**src/rtl/rbs_pkg.sv**
```systemverilog
// ----------------------------------------------------------------------------
// rbs_pkg
// Shared types and constants of the ray/box slab test core.
// ----------------------------------------------------------------------------
package rbs_pkg;

   localparam int FRAC_BITS = 16;
   localparam int AXES      = 3;
   // dividend is the 33-bit difference magnitude scaled by the fraction bits
   localparam int DIV_W     = 33 + FRAC_BITS;
   // input register, one stage per quotient bit, saturation, ordering
   localparam int LANE_LAT  = DIV_W + 3;

   localparam logic [30:0] MIN_EXIT_RESET = 31'd66;

   localparam logic REQ_SET_RAY = 1'b0;
   localparam logic REQ_BOX     = 1'b1;

   localparam logic signed [31:0] DIST_MIN = 32'sh8000_0000;
   localparam logic signed [31:0] DIST_MAX = 32'sh7fff_ffff;

   typedef struct packed {
      logic              req_type;
      logic signed [31:0] first_x;
      logic signed [31:0] first_y;
      logic signed [31:0] first_z;
      logic signed [31:0] second_x;
      logic signed [31:0] second_y;
      logic signed [31:0] second_z;
      logic signed [31:0] max_dist;
   } rbs_req_type;

   typedef struct packed {
      logic              hit;
      logic signed [31:0] entry_distance;
   } rbs_rsp_type;

   // what travels beside the lanes
   typedef struct packed {
      logic              valid;
      logic [AXES-1:0]   dir_nz;
      logic signed [31:0] max_dist;
   } rbs_ctl_type;

   typedef struct packed {
      logic signed [31:0] near;
      logic signed [31:0] far;
   } rbs_span_type;

endpackage

```
**src/rtl/rbs_merge.sv**
```systemverilog
// ----------------------------------------------------------------------------
// rbs_merge
// Combines the three axis spans into entry/exit distances and the hit flag.
// ----------------------------------------------------------------------------
module rbs_merge
   import rbs_pkg::*;
(
   input  logic                     clock,
   input  logic                     reset,
   input  logic                     en,
   input  rbs_span_type [AXES-1:0]  span,
   input  rbs_ctl_type              ctl,
   input  logic [30:0]              min_distance,
   output logic                     out_valid,
   output rbs_rsp_type              out_data
);

   logic signed [31:0] dmin;
   logic signed [31:0] dmax;
   logic               miss;
   rbs_rsp_type        data_in;
   rbs_rsp_type        data_ff;
   logic               valid_ff;

   // axes in order; once missed, later axes no longer matter
   always_comb begin
      dmin = DIST_MIN;
      dmax = ctl.max_dist;
      miss = 1'b0;
      for (int i = 0; i < AXES; i++) begin
         if (!miss && ctl.dir_nz[i]) begin
            if (span[i].far < dmax) begin
               dmax = span[i].far;
            end
            if (span[i].near > dmin) begin
               dmin = span[i].near;
            end
            if (dmin > dmax || dmax < $signed({1'b0, min_distance})) begin
               miss = 1'b1;
            end
         end
      end
      data_in.hit            = !miss;
      data_in.entry_distance = miss ? 32'sd0 : dmin;
   end

   always_ff @(posedge clock) begin
      if (reset) begin
         valid_ff <= 1'b0;
      end else if (en) begin
         valid_ff <= ctl.valid;
      end
   end

   always_ff @(posedge clock) begin
      if (en) begin
         data_ff <= data_in;
      end
   end

   assign out_valid = valid_ff;
   assign out_data  = data_ff;

endmodule

```
**config.mk**
```make
export PLATFORM = sky130hd
export DESIGN_NAME = rbs_merge
export DESIGN_NICKNAME = d
export VERILOG_FILES = /design/src/rtl/rbs_pkg.sv /design/src/rtl/rbs_merge.sv
export SDC_FILE = /design/constraint.sdc
export NUM_CORES = 1
export LEC_CHECK = 0
export BUFFER_PORTS_ARGS = -buffer_cell sky130_fd_sc_hd__buf_2
export CORE_UTILIZATION = 25
export DETAILED_ROUTE_END_ITERATION = 10
export PLACE_DENSITY = 0.55
export SYNTH_ARGS = -nofsm -noshare
export SYNTH_HDL_FRONTEND = slang
export SYNTH_SLANG_ARGS = --single-unit
```
**constraint.sdc**
```tcl
create_clock -name clock -period 9.8 [get_ports clock]
set_input_delay 0.49 -clock clock [delete_from_list [all_inputs] [get_ports clock]]
set_output_delay 0.49 -clock clock [all_outputs]
set_load 0.05 [all_outputs]
```
# Yosys cells after proc, flatten, opt, wreduce, memory -nomap -nowiden
# Index checks and enable logic that the tools add are counted.
[totals]
reg_bits = 34
word_cells = 46
[op_classes]
muxes = 23
n_reduce_logical = 8
magnitude_cmp = 12
[op_table]
columns = ["operator", "count"]
rows = [
  ["32-bit 2-to-1 mux", 17],
  ["32-bit less-than comparator", 6],
  ["32-bit greater-than comparator", 5],
  ["32-bit greater-than comparator (second input constant)", 1],
  ["1-bit 2-to-1 mux", 6],
  ["1-bit zero test", 3],
  ["1-bit logical OR", 3],
  ["1-bit logical AND", 2],
]

# Logic depth before layout (Yosys ltp)
[logic_depth]
depth_word = 22
depth_mapped = 56

# Least setup slack after synthesis
# OpenSTA, ideal clock, no wires.
[synth_timing]
path_kind = "input port to flip-flop"
startpoint = "in ctl[11] (netlist bit)"
endpoint = "reg data_ff, in the netlist out_data[5] (data pin)"
t_arrival_ps = 10450
path_buffers = 5
cell_stages = 53
slack_ps = -905
required_ps = 9545
cell_sequence = "inv_1 ha_1 a21oi_1 o21ai_0 a221o_1 nor3_1 o21ai_2 o21ai_2 clkbuf_1 nor2_1 a21oi_1 ha_1 a21o_1 a221o_1 a221oi_1 o31ai_1 and3_1 o21ba_2 (+17 left out) a211oi_4 clkbuf_1 o21a_1 ha_1 nor2b_1 o21a_1 o21a_1 o21a_1 o21a_1 o21a_1 o21ai_0 a21oi_1 or4_1 mux2i_1 o311a_1 o2111ai_2 buf_6 nor2_1"
[synth_between]
elab_chain_cells = 17
word_cells_on_any_way = 35
cone_classes = "10 x order compare; 18 x mux; 7 x reduce/logical"
[synth_lines]
columns = ["item", "line_no", "rtl"]
rows = [
  ["from (decl)", "rbs_merge.sv:12", "input rbs_ctl_type ctl,"],
  ["32-bit less-than comparator", "rbs_merge.sv:32", "if (span[i].far < dmax) begin"],
  ["32-bit 2-to-1 mux", "rbs_merge.sv:32", ""],
  ["32-bit 2-to-1 mux", "rbs_merge.sv:31", "if (!miss && ctl.dir_nz[i]) begin"],
  ["32-bit greater-than comparator / 32-bit less-than comparator (equally long branches)", "rbs_merge.sv:38", "if (dmin > dmax || dmax < $signed({1'b0, min_distance})) begin"],
  ["1-bit logical OR", "rbs_merge.sv:38", ""],
  ["1-bit 2-to-1 mux", "rbs_merge.sv:38", ""],
  ["1-bit 2-to-1 mux", "rbs_merge.sv:31", ""],
  ["1-bit zero test", "rbs_merge.sv:31", ""],
  ["1-bit logical AND", "rbs_merge.sv:31", ""],
  ["32-bit 2-to-1 mux", "rbs_merge.sv:31", ""],
  ["32-bit greater-than comparator / 32-bit less-than comparator (equally long branches)", "rbs_merge.sv:35, rbs_merge.sv:32", ""],
  ["32-bit 2-to-1 mux (on tied branches)", "rbs_merge.sv:35, rbs_merge.sv:32", ""],
  ["32-bit 2-to-1 mux", "rbs_merge.sv:31", ""],
  ["32-bit greater-than comparator / 32-bit less-than comparator (equally long branches)", "rbs_merge.sv:38", ""],
  ["1-bit logical OR", "rbs_merge.sv:38", ""],
  ["1-bit 2-to-1 mux", "rbs_merge.sv:38", ""],
  ["1-bit 2-to-1 mux", "rbs_merge.sv:31", ""],
  ["to (signal assigned)", "rbs_merge.sv:57", "data_ff <= data_in;"],
  ["to (decl)", "rbs_merge.sv:22", "rbs_rsp_type data_ff;"],
]
# Parallel ways exist; a longest one is shown, timed or not. The select of a mux whose other input is x is not followed.
# A chain may end at the register's enable or synchronous reset.

# Final worst setup path
[layout_timing]
startpoint = "in ctl[11] (netlist bit)"
endpoint = "reg data_ff, in the netlist out_data[17] (data pin)"
# The elaborated chain is that of the path after synthesis.

==> impl_summary.md <==
Drt
The total number of vias is 16.1k. The number of nets with antenna violations after routing is 0. The routed design has 61.8 mm of wire. The number of remaining DRC errors is 0. The routed wirelength normalized by instance count is 18.7 um. The detailed-routing iteration count for the pre-antenna-repair pass is 6. The detailed router finished its first iteration with 936 violations. The ratio of routed vias to standard cells is 4.88.

Min path
The tightest min-delay check is of the input port to register type. The source of the worst hold timing path is reset.

Critical path
The capturing element type of the critical path is a register. In this run the worst path has a maximum fanout of 7. The worst setup path is of the input port to register kind. The data arrival time at the worst-slack endpoint is 10.54 ns. STA classifies the critical path startpoint as an input port.

In this run the critical register-to-register path is launched from out_valid$_SDFFE_PP0P_. In this run the worst setup path begins at ctl[11]. The data required time at the worst endpoint is 9.82 ns. Among all stages on the critical path, the largest delay is contributed by sky130_fd_sc_hd__a2111oi_1. The largest single stage delay on the critical path is 0.46 ns. In this design, the critical path's most frequently occurring cell is sky130_fd_sc_hd__o21a_1.

CTS
The clock tree from TritonCTS is yes. The maximum buffer depth of the clock tree is 2. The H-tree was split into 2 levels. CTS saw 34 sinks. The clock reaches the later pin of the worst-skew pair after 0.27 ns. Counting the buffers created by CTS gives 5.

The cell chosen for the clock root is sky130_fd_sc_hd__clkbuf_16. The clock-pin slew on the worst setup and hold paths is 0.05 ns.

Placement
The post-placement cell area is 18,700 sq um. The final weighted congestion in routability-driven placement is 0.928. The wire-length estimate of the detail-placed layout is 53.8 mm. The number of buffer cells added on primary ports is 295.

Power and ir drop
Summed over all cells, the static leakage comes to 11.1 nW. The worst IR drop on VDD is 0.0814 mV. For this design the total switching power over the nets is 1.21 mW. The relative contribution of combinational cells to total power is 86.9%. The power per standard cell area is 123 nW/um^2. The internal power of the cells is 1.38 mW.

The share of total power in the clock network is 6.0%. The sequential share of power is 7.0%. The overall power after layout is 2.59 mW. Net switching is 46.8% of the power.

Timing
The final setup violation count is 33. The final setup TNS is -23.14 ns. Static timing analysis puts the maximum clock frequency at 0.0951 GHz. Setup slack on the critical path of the routed design comes to -0.720 ns. The share of the cycle needed by the critical path after routing is 107%. The worst slew slack as a fraction of its limit is 25.0%. The transition time of the tightest slew-check pin is 1.11 ns. The post-route clock skew is 0 ns. The number of max-slew violations in the final report came to 0. Setup repair after global routing could not meet its margin everywhere. The routed design could run at a clock period as short as 10.52 ns. The final count of hold timing violations came to 0.

GRT
Entering global routing, the biggest net connects 35 pins. The initial antenna violation count is 8. The total congestion overflow after global routing is 0. The global-route wire length before repair is 91.0 mm. The all-layer global routing usage is 22.0%. The via count of the first global-routing pass is 16.1k.

Floorplanning
The die footprint is 54,400 sq um. In this run the count of I/O pins placed on the die edge is 296. The die outline height is 233 um. The initial cell density of the core is 25.4%. The overall die width is 233 um. The initialized floorplan defines 84 standard-cell rows.

The core footprint is 52,700 sq um.

Final layout
The final design instance area without fill is 21,100 sq um. The layout net count is 3,209. The layout cell share with drive strength beyond 1 is 40.4%. Cells fill 40.1% of the core in the end. Leaving out fill and tap cells, the most frequent cells in the layout are sky130_fd_sc_hd__buf_4 (462), sky130_fd_sc_hd__ha_1 (312), sky130_fd_sc_hd__buf_2 (283). Leaving out fill and tap cells, the most frequent cell in the layout is sky130_fd_sc_hd__buf_4. The area overhead of the layout relative to synthesis is 57.9%.

Outcome
The flow ran to the end, but the final reports show violations. The checks that failed: negative setup slack.

Synthesis
After synthesis, flip-flops and latches occupy 7.57% of the total area. The number of synthesized flops with an enable pin is 33. The average instance in the mapped netlist occupies 7.06 sq um. Counting flops and latches in the post-synthesis netlist gives 34.

The number of distinct library cells after synthesis is 62. The share of flip-flops with an asynchronous set or reset is 0%. For this run, the leading register cell type out of synthesis is sky130_fd_sc_hd__edfxtp_1. The post-synthesis net count is 2,497. The number of instances in the synthesized netlist is 1,893.

The mapped netlist covers 13,400 sq um. The count of synthesis-stage warnings from yosys is 0.

Job
Max-cap violations in this run came to 0.
-- through the flow --
step,hold slack (ns),setup WS [ns],std cells
2_1_floorplan,0.562,0.00704,1893
3_3_place_gp,0.470,-1.62,3199
3_5_place_dp,0.490,-1.78,3199
4_1_cts,0.361,-0.638,3275
5_1_grt,0.360,-1.13,3297
6_report,0.363,-0.720,3298
-- critical path: cells and delay by family --
family	cells	cell delay [ns]
simple gates	8	1.53
fa+ha+maj	4	0.95
buf+inv	10	1.28
compound gates	30	5.74
mux	2	0.52
-- kinds of logic after synthesis --
| kind of cell | share of synthesized area [%] |
|---|---|
| xor gates and xnor gates | 0.262 |
| DFF | 7.57 |
| and+or+nand+nor | 16.8 |
| buffers and inverters | 10.4 |
| adders and majority gates | 32.0 |
| AOI/OAI and AO/OA | 24.8 |
| muxes | 8.26 |
-- layout make-up --
type,count,area (sq um)
fillers,5411,31600
multi-input cells,1497,12300
repair buffers,797,5780
inverters,270,1020
flip-flops and latches,34,1010
well taps,688,861
clock buffers,7,143
diodes,4,10.0
clock inverters,1,5.00
-- path summary, 6_finish.rpt --
kind                            cells after the start                          to  slack [ns]
worst max-delay path                               54  out_data[17]$_SDFFCE_PP0P_       -0.72
worst min-delay path                                2      out_valid$_SDFFE_PP0P_        0.36
worst max register to register                      2      out_valid$_SDFFE_PP0P_        9.22
worst min register to register                      2      out_valid$_SDFFE_PP0P_        0.50
-- layer usage --
layer	GRT usage [%]	part of all wire (%)	up-vias
li1	-	-	8160
met1	30.9	48	7454
met2	36.2	45	428
met3	2.04	5.3	57
met4	4.62	2.0	6
met5	0	0.052	-
-- synthesized netlist by cell type, types with 28 or more instances --
library cell / instances / area (sq um)
sky130_fd_sc_hd__a21o_1: 52 / 390
sky130_fd_sc_hd__a21oi_1: 273 / 1370
sky130_fd_sc_hd__clkbuf_1: 83 / 312
sky130_fd_sc_hd__edfxtp_1: 33 / 991
sky130_fd_sc_hd__ha_1: 342 / 4280
sky130_fd_sc_hd__inv_1: 268 / 1010
sky130_fd_sc_hd__mux2_2: 34 / 383
sky130_fd_sc_hd__mux2i_1: 72 / 721
sky130_fd_sc_hd__nand2_1: 112 / 420
sky130_fd_sc_hd__nand3_1: 28 / 140
sky130_fd_sc_hd__nand4_1: 55 / 344
sky130_fd_sc_hd__nor2_1: 194 / 728
sky130_fd_sc_hd__o21a_1: 45 / 338
sky130_fd_sc_hd__o21ai_0: 107 / 536
-- power by group through the flow --
| stage | Clock (mW) | Sequential [mW] | Combinational [mW] |
|---|---|---|---|
| 2_1_floorplan | 0 | 0.239 | 1.06 |
| 3_3_place_gp | 0 | 0.185 | 1.89 |
| 3_5_place_dp | 0 | 0.185 | 1.93 |
| 4_1_cts | 0.158 | 0.182 | 2.13 |
| 5_1_grt | 0.163 | 0.183 | 2.47 |
| 6_report | 0.156 | 0.182 | 2.25 |
-- sequential cells by signal, indices dropped and copies added (netlist names) --
| register | flops |
|---|---|
| out_data | 33 |
| out_valid | 1 |
-- repair_timing --
action                     4_1_cts  5_1_grt
hold buffers                     0        0
cloned                           6        3
buffers inserted                62       17
setup endpoints to repair       33       33
pin swaps                       66       57
resized for setup              181      136
(Power assumes the default switching activity.)
